**config.mk**
```make
export PLATFORM = sky130hd
export DESIGN_NAME = two_class_fifo_oldest_select
export DESIGN_NICKNAME = d
export VERILOG_FILES = /design/src/rtl/tcfos_pkg.sv /design/src/rtl/tcfos_cell.sv /design/src/rtl/two_class_fifo_oldest_select.sv
export SDC_FILE = /design/constraint.sdc
export NUM_CORES = 1
export LEC_CHECK = 0
export BUFFER_PORTS_ARGS = -buffer_cell sky130_fd_sc_hd__buf_2
export CORE_UTILIZATION = 63
export CTS_CLUSTER_DIAMETER = 120
export DETAILED_ROUTE_END_ITERATION = 7
export PLACE_DENSITY = 0.83
export SYNTH_ARGS = -nofsm -noshare
export SYNTH_HDL_FRONTEND = slang
export SYNTH_SLANG_ARGS = --single-unit
```
**constraint.sdc**
```tcl
create_clock -name clk -period 5.8 [get_ports clk]
set_clock_uncertainty 0.1 [all_clocks]
set_input_delay 1.16 -clock clk [delete_from_list [all_inputs] [get_ports clk]]
set_output_delay 1.16 -clock clk [all_outputs]
set_load 0.03 [all_outputs]
```
**src/rtl/tcfos_pkg.sv**
```systemverilog
// types and codes of the two-class fifo with oldest-entry select
`timescale 1ns / 1ps

package tcfos_pkg;

    localparam logic [1:0] OP_ENQ   = 2'd0;
    localparam logic [1:0] OP_ANY   = 2'd1;
    localparam logic [1:0] OP_SEL   = 2'd2;

    localparam logic [1:0] ST_OK    = 2'd0;
    localparam logic [1:0] ST_EMPTY = 2'd1;
    localparam logic [1:0] ST_NONE  = 2'd2;
    localparam logic [1:0] ST_FULL  = 2'd3;

    localparam int unsigned PORT_PAY_W = 16;

    typedef struct packed {
        logic [1:0]            operation;
        logic                  entry_class;
        logic [PORT_PAY_W-1:0] payload_in;
    } tcfos_in_t;

    typedef struct packed {
        logic [1:0]            status;
        logic                  class_out;
        logic [PORT_PAY_W-1:0] payload_out;
    } tcfos_out_t;

    typedef struct packed {
        logic load;
        logic shift;
    } tcfos_cell_ctl_t;

endpackage

```
**src/rtl/tcfos_cell.sv**
```systemverilog
// one queue slot: holds an entry, loads a new one or takes its younger neighbor's
`timescale 1ns / 1ps

module tcfos_cell
    import tcfos_pkg::*;
#(
    parameter int unsigned PAYLOAD_BITS = 16
)
(
    input  logic                    clk,
    input  tcfos_cell_ctl_t         ctl,
    input  logic                    load_cls,
    input  logic [PAYLOAD_BITS-1:0] load_pay,
    input  logic                    nbr_cls,
    input  logic [PAYLOAD_BITS-1:0] nbr_pay,
    output logic                    cls,
    output logic [PAYLOAD_BITS-1:0] pay
);

    logic                    cls_reg;
    logic                    cls_next;
    logic [PAYLOAD_BITS-1:0] pay_reg;
    logic [PAYLOAD_BITS-1:0] pay_next;

    always_comb
    begin
        cls_next = cls_reg;
        pay_next = pay_reg;
        if (ctl.load)
        begin
            cls_next = load_cls;
            pay_next = load_pay;
        end
        else if (ctl.shift)
        begin
            cls_next = nbr_cls;
            pay_next = nbr_pay;
        end
    end

    always_ff @(posedge clk)
    begin
        cls_reg <= cls_next;
        pay_reg <= pay_next;
    end

    assign cls = cls_reg;
    assign pay = pay_reg;

endmodule

```
**src/rtl/two_class_fifo_oldest_select.sv**
```systemverilog
// Two-class fifo with oldest-entry select. Takes one operation per clock: enqueue, remove the
// oldest entry, or remove the oldest entry of a chosen class; the remaining entries close up in
// arrival order. Each item gives exactly one result, registered and shown the cycle after the
// item is taken. in_ready drops only while a result waits in the output register and out_ready
// is low. The entries sit in a row of DEPTH cells, oldest at cell 0; a removal moves every entry above
// the removed one down by one place in the same cycle. The update path is set by the
// first-match search across the row (one DEPTH-bit subtract) and the removed-entry select.
`timescale 1ns / 1ps

module two_class_fifo_oldest_select
    import tcfos_pkg::*;
#(
    parameter int unsigned DEPTH        = 16,
    parameter int unsigned PAYLOAD_BITS = 16
)
(
    input  logic       clk,
    input  logic       rst_n,
    input  logic       in_valid,
    output logic       in_ready,
    input  tcfos_in_t  in_item,
    output logic       out_valid,
    input  logic       out_ready,
    output tcfos_out_t out_item
);

    localparam int unsigned OCC_W = $clog2(DEPTH + 1);

    logic [OCC_W-1:0]        occ_reg;
    logic [OCC_W-1:0]        occ_next;
    logic                    out_valid_reg;
    logic                    out_valid_next;
    tcfos_out_t              out_item_reg;
    tcfos_out_t              out_item_next;

    logic                    accept;
    logic                    full;
    logic                    empty;
    logic                    is_enq;
    logic                    is_remove;
    logic                    do_enq;
    logic                    do_remove;
    logic [PAYLOAD_BITS-1:0] pay_trim;
    logic [DEPTH-1:0]        match;
    logic [DEPTH-1:0]        first_hit;
    logic [DEPTH-1:0]        shift_mask;
    logic [DEPTH-1:0]        load_mask;
    logic                    rm_cls;
    logic [PAYLOAD_BITS-1:0] rm_pay;
    logic [PORT_PAY_W-1:0]   rm_pay_port;

    logic                    cell_cls [DEPTH];
    logic [PAYLOAD_BITS-1:0] cell_pay [DEPTH];
    tcfos_cell_ctl_t         cell_ctl [DEPTH];

    assign accept = in_valid && in_ready;
    assign full   = (occ_reg == OCC_W'(DEPTH));
    assign empty  = (occ_reg == '0);

    // width fit between the 16-bit port field and the stored payload
    generate
        if (PAYLOAD_BITS > PORT_PAY_W)
        begin : g_wide
            assign pay_trim    = {{(PAYLOAD_BITS - PORT_PAY_W){1'b0}}, in_item.payload_in};
            assign rm_pay_port = rm_pay[PORT_PAY_W-1:0];
        end
        else if (PAYLOAD_BITS == PORT_PAY_W)
        begin : g_same
            assign pay_trim    = in_item.payload_in;
            assign rm_pay_port = rm_pay;
        end
        else
        begin : g_narrow
            assign pay_trim    = in_item.payload_in[PAYLOAD_BITS-1:0];
            assign rm_pay_port = {{(PORT_PAY_W - PAYLOAD_BITS){1'b0}}, rm_pay};
        end
    endgenerate

    always_comb
    begin
        is_enq    = 1'b0;
        is_remove = 1'b0;
        unique case (in_item.operation)
            OP_ENQ:         is_enq    = 1'b1;
            OP_ANY, OP_SEL: is_remove = 1'b1;
            default:        ;
        endcase
    end

    // per-cell hit: occupied and, for a class select, of the wanted class
    generate
        for (genvar i = 0; i < DEPTH; i++)
        begin : g_match
            assign match[i] = (occ_reg > OCC_W'(i)) &&
                              ((in_item.operation != OP_SEL) ||
                               (cell_cls[i] == in_item.entry_class));
            assign load_mask[i] = (occ_reg == OCC_W'(i));
        end
    endgenerate

    // lowest set bit, and every cell from it upward
    assign first_hit  = match & ~(match - DEPTH'(1));
    assign shift_mask = ~(~match & (match - DEPTH'(1)));

    assign do_enq    = accept && is_enq && !full;
    assign do_remove = accept && is_remove && (match != '0);

    always_comb
    begin
        rm_cls = 1'b0;
        rm_pay = '0;
        for (int i = 0; i < DEPTH; i++)
        begin
            rm_cls = rm_cls | (first_hit[i] & cell_cls[i]);
            rm_pay = rm_pay | ({PAYLOAD_BITS{first_hit[i]}} & cell_pay[i]);
        end
    end

    generate
        for (genvar i = 0; i < DEPTH; i++)
        begin : g_cell
            logic                    nbr_cls;
            logic [PAYLOAD_BITS-1:0] nbr_pay;

            if (i == DEPTH - 1)
            begin : g_last
                assign nbr_cls = cell_cls[i];
                assign nbr_pay = cell_pay[i];
            end
            else
            begin : g_inner
                assign nbr_cls = cell_cls[i+1];
                assign nbr_pay = cell_pay[i+1];
            end

            assign cell_ctl[i].load  = do_enq && load_mask[i];
            assign cell_ctl[i].shift = do_remove && shift_mask[i];

            tcfos_cell #(
                .PAYLOAD_BITS (PAYLOAD_BITS)
            ) u_cell (
                .clk      (clk),
                .ctl      (cell_ctl[i]),
                .load_cls (in_item.entry_class),
                .load_pay (pay_trim),
                .nbr_cls  (nbr_cls),
                .nbr_pay  (nbr_pay),
                .cls      (cell_cls[i]),
                .pay      (cell_pay[i])
            );
        end
    endgenerate

    always_comb
    begin
        occ_next = occ_reg;
        if (do_enq)
            occ_next = occ_reg + OCC_W'(1);
        else if (do_remove)
            occ_next = occ_reg - OCC_W'(1);
    end

    always_comb
    begin
        out_item_next             = out_item_reg;
        out_valid_next            = out_valid_reg && !out_ready;
        if (accept)
        begin
            out_valid_next            = 1'b1;
            out_item_next.status      = ST_OK;
            out_item_next.class_out   = 1'b0;
            out_item_next.payload_out = '0;
            if (is_enq)
            begin
                if (full)
                    out_item_next.status = ST_FULL;
            end
            else if (is_remove)
            begin
                if (empty)
                    out_item_next.status = ST_EMPTY;
                else if (match == '0)
                    out_item_next.status = ST_NONE;
                else
                begin
                    out_item_next.class_out   = rm_cls;
                    out_item_next.payload_out = rm_pay_port;
                end
            end
        end
    end

    always_ff @(posedge clk or negedge rst_n)
    begin
        if (!rst_n)
        begin
            occ_reg       <= '0;
            out_valid_reg <= 1'b0;
        end
        else
        begin
            occ_reg       <= occ_next;
            out_valid_reg <= out_valid_next;
        end
    end

    always_ff @(posedge clk)
    begin
        out_item_reg <= out_item_next;
    end

    assign in_ready  = !out_valid_reg || out_ready;
    assign out_valid = out_valid_reg;
    assign out_item  = out_item_reg;

endmodule

```
==> results.yml <==
status:
  status: "finished with violations"
  violations: "DRC"
critical_path:
  crit_slowest_cell: "a2111oi_0"
  cp_top_family: "compound AO/OA/AOI/OAI gates"
  crit_type: "flip-flop to flip-flop"
  startpoint_type: "flip-flop"
  slowest_delay_ns: 0.76
  cp-end-kind: "flip-flop"
  cp.required_ns: 5.98
  worst-path-max-fanout: 16
  worstPathCellList: "inv_1 -> ha_1 -> o21ba_2 -> a2bb2oi_2 -> nor3_2 -> a222oi_1 -> nand3_1 -> a2111oi_0 -> a31oi_1"
  arrival_ns: 4.91
  path_buf_inv: 1
pwr:
  pwr-share-comb: 0.223
  power_frac_clock: 0.325
  internal_power_mw: 4.13
  p_leak_nw: 5.73
  switching_share: 0.314
  p_sw_mw: 1.89
  sequentialPowerShare: 0.452
  p_total_mw: 6.01
  ir_drop_v: 0.000290
  p_per_area_nw_per_um2: 353
global_route:
  globalRouteTotalUtil: 0.322
  antenna_found_initial: 3
  grt_max_degree: 29
  grt.overflow.total: 0
  grt_pass1_wl_um: 63100
  grt_pass1_vias: 10500
drt:
  ant_nets: 0
  wl_per_cell_um: 27.9
  vias: 10600
  first_pass_iters: 8
  routed_wl_um: 40700
  drc_errors: 1
  drt_iter0_markers: 1423
  viasPerCell: 7.26
flow_run:
  cap_violations: 0
synthesis:
  syn_area_per_cell_um2: 14.4
  ys_ff_latch: 297
  ys_types: 78
  async_flop_share: 0.0202
  synthCells: 1085
  ys_warn_count: 0
  synth_area_um2: 15600
  synth_flop_cell: "edfxtp_1"
  ys_seq_area_frac: 0.571
  synth_edf_count: 291
  synth_fp_nets: 1116
floorplan:
  io-pin-count: 44
  dieWidth_um: 159
  core-area_um2: 24200
  rows: 57
  fp.dieH_um: 159
  start_util: 0.642
  dieArea_um2: 25300
sta:
  finalHoldViolCount: 0
  setup_viol: 0
  period_needed_ns: 4.73
  fmax_ghz: 0.211
  whs_ns: 0.304
  drv_slew: 0
  tightestPinTransition_ns: 1.13
  tns_ns: 0
  rsz0062_at_grt: "false"
  max-slew-margin-rel: 0.240
  fin_crit_sh: 0.815
cells_and_area:
  syn_to_final_growth_pct: 9.37
  final_util: 0.702
  stdcell_count: 1460
  final_common_cell: "edfxtp_1"
  ff_latch_area_um2: 8890
  layout-drive-gt1-share: 0.361
  nFillCells: 1581
  largest_reg_flops: 256
  final_cell_mix: "edfxtp_1, mux2_2, buf_2"
  multiInputGateArea_um2: 6240
  final_nets: 1141
place:
  place_congestion: 0.897
  place_hpwl_um: 27600
  placed_cells: 1402
  portBuffers: 43
cts:
  cts_tree: "done"
  cts.clk_slew.worst_paths_ns: 0.07
  clockBufferDepth: 3
  cts_made_buffers: 30
  htreeDepth: 1
  holdBufCountCts: 0
  clock-sinks: 297
  cts_resized: 0
  cts_setup_buffers: 0
  clock-root-buffer: "clkbuf_16"
  insertion_delay_ns: 0.57
min_path:
  holdCritPathClass: "input pin to async pin"
[worst paths after layout]
kind | endpoint | start | cells past startpoint | slack [ns]
max in group asynchronous | occ_reg[0]$_DFFE_PN0P_ | rst_n | 1 | 5.14
hold / removal | out_valid$_DFF_PN0_ | rst_n | 1 | 0.30
min in group clk | out_valid$_DFF_PN0_ | out_valid$_DFF_PN0_ | 2 | 0.45
setup reg to reg | out_item[13]$_SDFFCE_PP0P_ | occ_reg[1]$_DFFE_PN0P_ | 9 | 1.07
hold reg to reg | out_valid$_DFF_PN0_ | out_valid$_DFF_PN0_ | 2 | 0.45
setup / recovery | out_item[13]$_SDFFCE_PP0P_ | occ_reg[1]$_DFFE_PN0P_ | 9 | 1.07
[per-stage QoR]
step / instance area [um2] / setup WS [ns]
final: 17000 / 1.07
after global routing: 17000 / 0.984
after CTS: 17000 / 1.23
after detailed placement: 16000 / 1.03
after global placement: 16000 / 1.15
after floorplan: 15600 / 1.24
[final cells by class]
type                       instances  share of cell area
inverter                          16             0.00353
clock buffer                      37              0.0456
multi-input combinational        691               0.366
antenna                            3            0.000441
clock inverter                    18              0.0120
timing repair buffer              74              0.0263
sequential                       297               0.522
tap                              324              0.0238
[power groups by stage]
stage | Sequential, mW | Combinational (mW) | Clock, mW
2_1_floorplan | 2.67 | 0.995 | 0
3_3_place_gp | 2.75 | 1.27 | 0
3_5_place_dp | 2.76 | 1.30 | 0
4_1_cts | 2.71 | 1.31 | 1.96
5_1_grt | 2.73 | 1.42 | 2.03
6_report | 2.72 | 1.34 | 1.95
[Yosys cell counts, types with 4 or more instances]
cell | instances | area [um2]
a32oi_1 | 19 | 166
buf_4 | 10 | 75.1
nor4_4 | 4 | 85.1
clkbuf_1 | 36 | 135
and3_1 | 34 | 213
o21bai_1 | 5 | 37.5
nor3_2 | 5 | 50.1
a221o_1 | 17 | 170
nand2b_1 | 5 | 31.3
a31oi_1 | 21 | 131
nand2_1 | 35 | 131
a32o_1 | 11 | 110
ha_1 | 8 | 100
nand3b_1 | 5 | 37.5
and2_1 | 9 | 56.3
buf_6 | 6 | 67.6
buf_2 | 26 | 130
edfxtp_1 | 291 | 8740
xor2_1 | 15 | 131
nor4b_4 | 4 | 95.1
inv_1 | 15 | 56.3
o21ai_0 | 17 | 85.1
nor2_1 | 21 | 78.8
mux2_2 | 255 | 2870
or3_1 | 5 | 31.3
nand3_1 | 16 | 80.1
or2_2 | 6 | 37.5
a22o_1 | 20 | 175
a21oi_1 | 11 | 55.1
a211oi_1 | 19 | 143
dfrtp_1 | 6 | 150
a22oi_1 | 30 | 225
a222oi_1 | 16 | 160
a221oi_1 | 6 | 52.6
[metal layers]
metal  up-vias  wire length [um]  GRT usage
li1       4476                 -          -
met5         -                 0          0
met4         0              1480      0.111
met1      5345             15600      0.435
met3       127              3420     0.0435
met2       647             20200      0.541
[kinds of logic after synthesis]
kind of cell	after synthesis	synth area share
DFF	297	0.571
muxes	255	0.184
AOI/OAI and AO/OA	234	0.122
and+or+nand+nor	176	0.0752
buffers and inverters	97	0.0308
xor gates and xnor gates	18	0.0101
adders and majority gates	8	0.00643
Power figures use the tool's default switching activity.
